[config.mk]
export PLATFORM = sky130hd
export DESIGN_NAME = ile_cell
export DESIGN_NICKNAME = d
export VERILOG_FILES = /design/src/hdl/ile_pkg.sv /design/src/hdl/ile_cell.sv
export SDC_FILE = /design/constraint.sdc
export NUM_CORES = 1
export LEC_CHECK = 0
export ABC_AREA = 1
export BUFFER_PORTS_ARGS = -buffer_cell sky130_fd_sc_hd__buf_2
export CAP_MARGIN = 40
export CORE_ASPECT_RATIO = 2
export CORE_MARGIN = 1.5
export CORE_UTILIZATION = 30
export DETAILED_ROUTE_END_ITERATION = 7
export GPL_TIMING_DRIVEN = 0
export PLACE_DENSITY = 0.62
export SETUP_SLACK_MARGIN = 0.4
export SYNTH_ARGS = -nofsm -noshare
export SYNTH_HDL_FRONTEND = slang
export SYNTH_SLANG_ARGS = --single-unit
[constraint.sdc]
create_clock -name clk -period 4 [get_ports clk]
set_input_delay 0.8 -clock clk [delete_from_list [all_inputs] [get_ports clk]]
set_output_delay 0.8 -clock clk [all_outputs]
set_load 0.005 [all_outputs]
[src/hdl/ile_pkg.sv]
`timescale 1ns / 1ps

package ile_pkg;

  localparam int DEPTH      = 64;
  localparam int ENTRY_BITS = 32;
  localparam int IDX_BITS   = $clog2(DEPTH);
  localparam int POS_BITS   = 7;
  localparam int CNT_BITS   = 7;
  localparam int ACT_BITS   = 3;
  localparam int ST_BITS    = 2;
  localparam int CFG_BITS   = 7;

  localparam logic [ACT_BITS-1:0] ACT_INSERT = 3'd0;
  localparam logic [ACT_BITS-1:0] ACT_REMOVE = 3'd1;
  localparam logic [ACT_BITS-1:0] ACT_GET    = 3'd2;
  localparam logic [ACT_BITS-1:0] ACT_SET    = 3'd3;
  localparam logic [ACT_BITS-1:0] ACT_PUSH   = 3'd4;
  localparam logic [ACT_BITS-1:0] ACT_POP    = 3'd5;

  localparam logic [ST_BITS-1:0] ST_OK    = 2'd0;
  localparam logic [ST_BITS-1:0] ST_RANGE = 2'd1;
  localparam logic [ST_BITS-1:0] ST_FULL  = 2'd2;

  localparam logic CFG_INIT_CAP = 1'b0;
  localparam logic CFG_GROWTH   = 1'b1;

  localparam logic [CFG_BITS-1:0] INIT_CAP_RESET = 7'd8;
  localparam logic [CFG_BITS-1:0] GROWTH_RESET   = 7'd8;

  // broadcast to every cell; at most one of ins/rem/set is high
  typedef struct packed {
    logic                  ins;
    logic                  rem;
    logic                  set;
    logic [POS_BITS-1:0]   pos;
    logic [ENTRY_BITS-1:0] val;
  } ile_cmd_t;

endpackage

[src/hdl/ile_cell.sv]
`timescale 1ns / 1ps

module ile_cell (
  input  logic                              clk,
  input  ile_pkg::ile_cmd_t                 cmd,
  input  logic [ile_pkg::IDX_BITS-1:0]      index,
  input  logic [ile_pkg::ENTRY_BITS-1:0]    left,
  input  logic [ile_pkg::ENTRY_BITS-1:0]    right,
  output logic [ile_pkg::ENTRY_BITS-1:0]    data
);

  logic [ile_pkg::POS_BITS-1:0]   idx_ext;
  logic [ile_pkg::ENTRY_BITS-1:0] data_next;
  logic                           at_pos;
  logic                           above_pos;

  assign idx_ext   = {{(ile_pkg::POS_BITS - ile_pkg::IDX_BITS){1'b0}}, index};
  assign at_pos    = idx_ext == cmd.pos;
  assign above_pos = idx_ext > cmd.pos;

  always_comb begin
    priority if ((cmd.ins || cmd.set) && at_pos) begin
      data_next = cmd.val;
    end else if (cmd.ins && above_pos) begin
      data_next = left;
    end else if (cmd.rem && (above_pos || at_pos)) begin
      data_next = right;
    end else begin
      data_next = data;
    end
  end

  always_ff @(posedge clk) begin
    data <= data_next;
  end

endmodule

==> results of run 1 <==
worst min-delay path, stage by stage:
cell,delay [ps]
buf_2,80
nand2_1,40
nand2_1,50
through the flow:
stage	instance area [µm²]	hold slack (ps)	setup slack, ps	cells
floorplan	2270	986	1230	314
global placement	3100	1070	678	550
detailed placement	3130	1070	972	551
CTS	3260	788	1270	558
global route	3260	799	1100	558
finish	3260	798	1300	558
final cells by class:
| class | count | area share |
|---|---|---|
| flip-flops and latches | 32 | 0.294 |
| multi-input cells | 190 | 0.276 |
| repair buffers | 145 | 0.229 |
| inverters | 77 | 0.0893 |
| clock buffers | 6 | 0.0395 |
| well taps | 92 | 0.0353 |
| plain buffers | 15 | 0.0345 |
| clock inverters | 1 | 0.00153 |
cell usage after synthesis:
cell / number
edfxtp_1: 32
o21ai_4: 1
o21ai_1: 1
nand2_2: 2
nor2_1: 2
buf_2: 9
nand3_1: 65
a21oi_1: 1
or2_2: 1
nor2_2: 2
a21oi_2: 1
inv_4: 1
buf_6: 6
a21boi_4: 1
inv_1: 76
and2_4: 1
ha_1: 6
nor3_1: 1
nand2_1: 105
cells by family (layout without fill, tap and decap cells):
family / after synthesis / after routing / share of synthesized area
buf+inv: 92 / 244 / 0.178
fa+ha+maj: 6 / 6 / 0.0331
simple gates: 179 / 179 / 0.341
flops: 32 / 32 / 0.424
compound gates: 5 / 5 / 0.0237
worst max path at each step:
stage                       start       end  slack, ps  cells after the start
after floorplan           cmd[36]   data[0]       1230                      8
after global placement    cmd[36]  data[18]        680                      9
after detailed placement  cmd[34]  data[18]        970                     10
after CTS                 cmd[34]  data[22]       1270                     10
after global routing      cmd[34]  data[28]       1100                     10
final                     cmd[34]  data[22]       1300                     10
power groups by stage:
| stage | logic [mW] | clock network [mW] | registers (mW) |
|---|---|---|---|
| global route | 0.257 | 0.375 | 0.429 |
| floorplan | 0.102 | 0 | 0.439 |
| CTS | 0.230 | 0.361 | 0.426 |
| detailed placement | 0.229 | 0 | 0.432 |
| finish | 0.225 | 0.353 | 0.425 |
| global placement | 0.221 | 0 | 0.432 |
per-layer routing:
layer | vias up | track usage | part of all wire
li1 | 1263 | - | -
met1 | 1053 | 0.153 | 0.35
met2 | 92 | 0.305 | 0.56
met3 | 15 | 0.0268 | 0.054
met4 | 0 | 0.0788 | 0.035
met5 | - | 0 | 0
==> summary.txt, run 1 <==
Die
  – Top Ports: 145
  – Die H: 126 µm
  – Chip width: 64.5 µm
  – Core Area: 7270 µm²
  – Row count: 44
  – DIE AREA: 8120 µm²
  – Initial core utilization: 0.312

Detailed routing
  – # DRC: 0
  – Starting DRT DRC Count: 117
  – Vias/cell: 4.34
  – Via count: 2423
  – Total wire length: 6.16 mm
  – Drt wl/cell: 11.0 µm
  – Detail Route Antenna Nets: 0
  – DRT Pass-1 Iters: 4

Setup path
  – Required time of the critical path: 3980 ps
  – Max stage delay on crit path: 470 ps
  – Startpoint types: primary input
  – Crit. End Element: flip-flop
  – Crit path max fanout: 19
  – CP max-delay cell: inv_1
  – CP bufs+invs: 5
  – Worst setup path category: primary input to flip-flop
  – CP Cell Sequence: buf_2 > inv_1 > ha_1 > nand2_1 > nor2_2 > a21boi_4 > buf_2 > o21ai_1 > inv_1 > buf_16
  – CP Data Arrival Time: 2670 ps
  – Top delay family on crit path: buffers and inverters

Finish
  – FF/Latch Area: 961 µm²
  – Fin nets: 585
  – Most common cell after layout, fill and taps aside: buf_2
  – Most frequent cells in the layout: buf_2, nand2_1, inv_1
  – Max FFs per register: 32
  – Area of the multi-input gates: 901 µm²
  – Area Overhead vs Synth: 44.0%
  – Fillcell total: 826
  – Largest register by flop count: data
  – Util after Layout: 0.449
  – N_diodes: 0
  – Biggest regs: data (32)
  – Share of cells above drive strength 1: 0.378

Yosys
  – Syn Inst Count: 314
  – Yosys reg bits: 32
  – Syn Std Cell Area: 2270 µm²
  – Area share of the largest cell type after synthesis: 0.424
  – Syn_area_per_cell: 7.22 µm²
  – Syn Nets: 433
  – Synth area leaders: edfxtp_1, nand2_1, nand3_1, inv_1, ha_1
  – Yosys cell types: 19
  – Seq/Total Area, Yosys: 0.424
  – Synthesis warning total: 0
  – Area leader, netlist: edfxtp_1

Run status
  – Status: completed

Clocking
  – Root Driver: clkbuf_16
  – Clock transition at the registers of the reported paths: 50 ps
  – Total CTS buffers: 5
  – Hold buffer count at cts: 0
  – H-Tree Depth: 2
  – Clock buffer depth: 2
  – CTS sink count: 32
  – Post-CTS sizing: 0
  – Postcts setup bufs: 0
  – CTS tree: yes

Global routing
  – Vias in the first global route: 2259
  – Grt total ovfl: 0
  – Largest net degree at the start of global routing: 20
  – First-pass GRT wire length: 9.87 mm
  – Antenna violations before repair: 0
  – Tot GR Track Use: 0.157

STA
  – Worst-Margin Slew: 629 ps
  – Period utilization: 0.674
  – Worst rel slew slack: 0.580
  – Slew Limit Fails: 0
  – Setup TNS: 0 ps
  – Post-layout min period: 2700 ps
  – Maximum clock rate: 371 MHz
  – Unrepaired setup endpoints after global routing: false
  – # setup viols final: 0
  – Final hold violations: 0

Worst hold path
  – WHS Endpoint: data[2]
  – Hold path start: cmd[2]
  – WHS Path Cells: 3
  – Min-delay worst type: primary input to flip-flop

Place
  – HPWL after DPL: 5.09 mm
  – Final RePlAce weighted congestion: 0.841
  – # port buffers: 144

Power
  – P per Cell Area: 308 nW/µm²
  – P_int: 752 µW
  – Sequential share of power: 0.424
  – Combinational power share: 0.225
  – Clock Power Share: 0.352
  – Final Power: 1.00 mW
  – Sw power: 251 µW
  – Leakage: 1.92 nW
  – Sw Share: 0.250
  – Max VDD drop: 0.155 mV

Flow run
  – Max cap viols: 0
No activity file was read; power rests on OpenSTA's default activity.
==> run 2, diff against run 1 <==
--- a/config.mk
+++ b/config.mk
@@ -13,7 +13,7 @@
 export CORE_UTILIZATION = 30
 export DETAILED_ROUTE_END_ITERATION = 7
 export GPL_TIMING_DRIVEN = 0
-export PLACE_DENSITY = 0.62
+export PLACE_DENSITY = 0.64
 export SETUP_SLACK_MARGIN = 0.4
 export SYNTH_ARGS = -nofsm -noshare
 export SYNTH_HDL_FRONTEND = slang
==> constraint.sdc (replaced) <==
create_clock -name clk -period 2.3 [get_ports clk]
set_input_delay 0.46 -clock clk [delete_from_list [all_inputs] [get_ports clk]]
set_output_delay 0.46 -clock clk [all_outputs]
set_load 0.005 [all_outputs]
==> run 2 against run 1 <==
Net effect: clock-buffer cell count is 1 lower; sequential cell count unchanged; core utilization rose by 4.7 points; sequential power is 74% higher; cell count is 2.5% higher; critical path depth is 1 higher; first-iteration DRC count rose by 53%; die area unchanged; combinational power up 110%; hold slack worse by 340 ps; critical path type unchanged; largest cell class is now buffers; largest power group unchanged.
==> summary.txt, run 2 (same netlist as run 1, synthesis figures left out) <==
Finish
  – Largest register by flop count: data
  – N_diodes: 0 (unchanged)
  – Fillcell total: 777 (-5.9%)
  – Fin nets: 598 (+2.2%)
  – Max FFs per register: 32 (unchanged)
  – Most frequent cells in the layout: buf_2, nand2_1, inv_1
  – Share of cells above drive strength 1: 0.438 (+0.0598)
  – Biggest regs: data (32)
  – Util after Layout: 0.496 (+0.0468)
  – Most common cell after layout, fill and taps aside: buf_2
  – Area of the multi-input gates: 1020 µm² (+13%)
  – FF/Latch Area: 961 µm² (unchanged)
  – Area Overhead vs Synth: 59.0%
  – Finished Layout Cells: 572 (+2.5%)

Detailed routing
  – Starting DRT DRC Count: 179 (+53%)
  – Detail Route Antenna Nets: 0 (unchanged)
  – Total wire length: 6.82 mm (+11%)
  – # DRC: 0 (unchanged)
  – Vias/cell: 4.35 (+0.17%)
  – Via count: 2488 (+2.7%)
  – DRT Pass-1 Iters: 4 (unchanged)
  – Drt wl/cell: 11.9 µm (+8.0%)

Place
  – HPWL after DPL: 5.29 mm (+3.9%)
  – Final RePlAce weighted congestion: 0.874 (+3.9%)
  – # port buffers: 144 (unchanged)
  – Placed Cells: 550 (-0.18%)

Power
  – Sw power: 478 µW (+90%)
  – Final Power: 1.94 mW (+94%)
  – Max VDD drop: 0.448 mV (+190%)
  – P_int: 1.47 mW (+95%)
  – Combinational power share: 0.242 (+0.017)
  – Sequential share of power: 0.381 (-0.043)
  – Sw Share: 0.246 (-0.00439)
  – Leakage: 2.01 nW (+4.5%)
  – Clock Power Share: 0.377 (+0.025)
  – P per Cell Area: 539 nW/µm² (+75%)

Die
  – DIE AREA: 8120 µm² (unchanged)
  – Row count: 44 (unchanged)
  – Top Ports: 145 (unchanged)
  – Die H: 126 µm (unchanged)
  – Initial core utilization: 0.312 (unchanged)
  – Core Area: 7270 µm² (unchanged)
  – Chip width: 64.5 µm (unchanged)

Global routing
  – Tot GR Track Use: 0.173 (+0.0157)
  – Grt total ovfl: 0 (unchanged)
  – First-pass GRT wire length: 11.0 mm (+12%)
  – Largest net degree at the start of global routing: 17 (-15%)
  – Vias in the first global route: 2504 (+11%)
  – Antenna violations before repair: 0 (unchanged)

Setup path
  – Top delay family on crit path: buffers and inverters
  – Startpoint types: primary input
  – Worst setup path category: primary input to flip-flop
  – CP max-delay cell: or2_4
  – CP bufs+invs: 5 (unchanged)
  – Most frequent CP cell: inv_2
  – Max stage delay on crit path: 270 ps (-200 ps)
  – CP Cell Sequence: buf_6 > inv_2 > ha_4 > inv_2 > nor2_2 > a21oi_2 > nand2_4 > or2_4 > o21ai_4 > clkinvlp_4 > clkbuf_16
  – Required time of the critical path: 2340 ps (-1640 ps)
  – Crit. End Element: flip-flop
  – Crit path max fanout: 8 (-11)
  – CP Data Arrival Time: 1890 ps (-780 ps)

Clocking
  – Total CTS buffers: 5 (unchanged)
  – CTS tree: yes
  – Root Driver: clkbuf_16
  – H-Tree Depth: 2 (unchanged)
  – CTS sink count: 32 (unchanged)
  – Clock transition at the registers of the reported paths: 50 ps (about the same)
  – Clock buffer depth: 2 (unchanged)
  – Hold buffer count at cts: 0 (unchanged)

STA
  – Worst-Margin Slew: 220 ps (-408 ps)
  – Maximum clock rate: 539 MHz
  – Period utilization: 0.806
  – Unrepaired setup endpoints after global routing: true
  – Final hold violations: 0 (unchanged)
  – # setup viols final: 0 (unchanged)
  – Post-layout min period: 1850 ps
  – Slew Limit Fails: 0 (unchanged)
  – Worst rel slew slack: 0.853 (+0.272)

Flow run
  – Max cap viols: 0 (unchanged)

Run status
  – Status: completed

Worst hold path
  – Min-delay worst type: primary input to flip-flop
==> run 2: changes by cell type in the layout (fill, tap and decap cells not counted), sizes merged <==
cell	delta
clkinv	+1
bufinv	+1
clkinvlp	+2
buf	+11
inv	-1
==> run 2: power groups by stage <==
stage | Clock (mW) | Sequential [mW] | Combinational (mW)
6_report | 0.733 | 0.740 | 0.470
5_1_grt | 0.773 | 0.746 | 0.528
4_1_cts | 0.750 | 0.741 | 0.440
3_5_place_dp | 0 | 0.754 | 0.417
3_3_place_gp | 0 | 0.751 | 0.411
2_1_floorplan | 0 | 0.764 | 0.195
==> run 2: path summary, 6_finish.rpt <==
kind | from | endpoint | depth (start not counted)
setup / recovery | cmd[37] | data[25] | 11
hold / removal | cmd[20] | data[20] | 3
==> run 2: layout make-up <==
class / count / share of cell area
well taps: 92 / 0.0319
repair buffers: 157 / 0.254
clock inverters: 3 / 0.0104
repair inverters: 1 / 0.00208
clock buffers: 5 / 0.0347
plain buffers: 15 / 0.0330
inverters: 77 / 0.0840
flip-flops and latches: 32 / 0.267
multi-input cells: 190 / 0.283
==> run 2: per-stage QoR <==
stage	instance area, µm²	hold slack (ps)	setup TNS [ps]	worst slack (ps)
2_1_floorplan	2380	646	0	122
3_3_place_gp	3210	733	-10680	-335
3_5_place_dp	3210	736	-11900	-374
4_1_cts	3430	447	0	406
5_1_grt	3600	454	0	376
6_report	3600	454	0	446
==> run 2: what timing repair did <==
item | in CTS | in global routing
setup buffers | 3 | 9
resized for setup | 1 | 18
endpoints found under the setup margin | 32 | 34
gates cloned | 1 | 1
pin swaps | 0 | 3
==> run 2: per-layer routing <==
layer  vias up  global-route usage  part of all wire
li1       1294                   -                 -
met1      1100               0.178              0.35
met2        84               0.331              0.58
met3        10              0.0277             0.052
met4         0              0.0751             0.019
met5         -                   0                 0
==> run 3, diff against run 2 <==
==> constraint.sdc (replaced) <==
create_clock -name clk -period 1.64 [get_ports clk]
set_input_delay 0.328 -clock clk [delete_from_list [all_inputs] [get_ports clk]]
set_output_delay 0.328 -clock clk [all_outputs]
set_load 0.005 [all_outputs]
==> run 3 against run 2 <==
Net effect: the run now ends with negative setup slack left; core utilization is 6.0 points higher; worst setup slack lost 490 ps; critical path depth rose by 1; sequential cell count unchanged; clock-buffer cell count did not move; critical endpoint is now data[0].
==> summary.txt, run 3 (same netlist as run 1, synthesis figures left out) <==
Clocking
  – Root Driver: clkbuf_16
  – Total CTS buffers: 5 (unchanged)
  – Hold buffer count at cts: 0 (unchanged)
  – H-Tree Depth: 2 (unchanged)
  – Clock transition at the registers of the reported paths: 50 ps (about the same)
  – Clock buffer depth: 2 (unchanged)
  – CTS sink count: 32 (unchanged)
  – CTS tree: yes

Detailed routing
  – Drt wl/cell: 13.4 µm (+12%)
  – DRT Pass-1 Iters: 4 (unchanged)
  – Total wire length: 7.75 mm (+14%)
  – Via count: 2611 (+4.9%)
  – # DRC: 0 (unchanged)
  – Vias/cell: 4.50 (+3.5%)
  – Detail Route Antenna Nets: 0 (unchanged)
  – Starting DRT DRC Count: 187 (+4.5%)

STA
  – Setup TNS: -905 ps (-905 ps)
  – Worst setup margin: -41.8 ps (-488 ps)
  – Slew Limit Fails: 0 (unchanged)
  – Post-layout min period: 1680 ps
  – # setup viols final: 43 (+43)
  – Worst rel slew slack: 0.810 (-0.0423)
  – Worst-Margin Slew: 285 ps (+64.3 ps)
  – Hold slack: 310 ps (-145 ps)
  – Unrepaired setup endpoints after global routing: true
  – Period utilization: 1.03
  – Final hold violations: 0 (unchanged)
  – Maximum clock rate: 595 MHz

Place
  – Place WS: -864 ps (-491 ps)
  – Post-DP Area: 3220 µm² (+0.19%)
  – # port buffers: 144 (unchanged)
  – Final RePlAce weighted congestion: 0.866 (-0.90%)
  – Placed Cells: 550 (unchanged)
  – HPWL after DPL: 5.31 mm (+0.28%)

Finish
  – FF/Latch Area: 961 µm² (unchanged)
  – Finished Layout Cells: 580 (+1.4%)
  – Most common cell after layout, fill and taps aside: buf_2
  – Most frequent cells in the layout: buf_2, nand2_1, inv_1
  – Fillcell total: 724 (-6.8%)
  – Max FFs per register: 32 (unchanged)
  – Share of cells above drive strength 1: 0.574 (+0.136)
  – Area Overhead vs Synth: 78.3%
  – Design area: 4040 µm² (+12%)
  – Area of the multi-input gates: 1320 µm² (+30%)
  – Fin nets: 606 (+1.3%)
  – Util after Layout: 0.556 (+0.0601)
  – Largest register by flop count: data
  – Biggest regs: data (32)
  – N_diodes: 0 (unchanged)

Die
  – Top Ports: 145 (unchanged)
  – Core Area: 7270 µm² (unchanged)
  – Chip width: 64.5 µm (unchanged)
  – Row count: 44 (unchanged)
  – Die H: 126 µm (unchanged)
  – DIE AREA: 8120 µm² (unchanged)
  – Initial core utilization: 0.312 (unchanged)

Worst hold path
  – Min-delay worst type: primary input to flip-flop

Power
  – P per Cell Area: 720 nW/µm² (+34%)
  – Final Power: 2.91 mW (+50%)
  – Max VDD drop: 0.385 mV (-14%)
  – Leakage: 2.21 nW (+10%)

Global routing
  – Antenna violations before repair: 0 (unchanged)
  – Largest net degree at the start of global routing: 11 (-6)
  – Tot GR Track Use: 0.180 (+0.00726)
  – Vias in the first global route: 2513 (+0.36%)
  – First-pass GRT wire length: 11.1 mm (+1.1%)
  – Grt total ovfl: 0 (unchanged)

Setup path
  – Crit. End Element: flip-flop
  – CP Data Arrival Time: 1730 ps (-160 ps)
  – Required time of the critical path: 1680 ps (-660 ps)
  – Crit path max fanout: 7 (-1)
  – Worst setup path category: primary input to flip-flop
  – Startpoint types: primary input

Run status
  – Status: finished, violations left
  – Violated checks: negative setup slack

Flow run
  – Max cap viols: 0 (unchanged)
-- run 3: power breakdown --
part / internal, mW / switching [mW]
combinational: 0.427 / 0.405
sequential: 1.02 / 0.0193
clock: 0.704 / 0.334
-- run 3: final timing paths --
kind / startpoint / depth (start not counted) / endpoint
hold / removal: cmd[29] / 3 / data[29]
setup / recovery: cmd[37] / 12 / data[0]
-- run 3: final cells by class --
class / instances / share of cell area
Buffer: 15 / 0.0390
Clock buffer: 5 / 0.0310
Clock inverter: 3 / 0.00929
Inverter: 77 / 0.0749
Multi-Input combinational cell: 190 / 0.327
Sequential cell: 32 / 0.238
Tap cell: 92 / 0.0285
Timing Repair Buffer: 165 / 0.250
Timing Repair inverter: 1 / 0.00186
-- run 3: critical path, stage by stage --
cell and delay [ps]:
buf_2 100, inv_2 50, ha_4 190, inv_2 70, nor2_2 40, a21oi_2 140, nand2_2 80, or2_4 240
o21ai_4 80, clkinvlp_4 140, buf_6 140, buf_16 130
-- run 3: repair_timing --
action,in CTS,in global routing
endpoints found under the setup margin,64,64
resized for setup,35,80
pin swaps,12,24
setup buffers,15,0
cloned,6,1
hold endpoints to repair,0,0
-- run 3: per-layer routing --
layer / up-vias / track usage / routed length, µm
met2: 104 / 0.351 / 4420
li1: 1310 / - / -
met4: 0 / 0.0901 / 284
met3: 20 / 0.0250 / 336
met1: 1177 / 0.177 / 2710
met5: - / 0 / 0
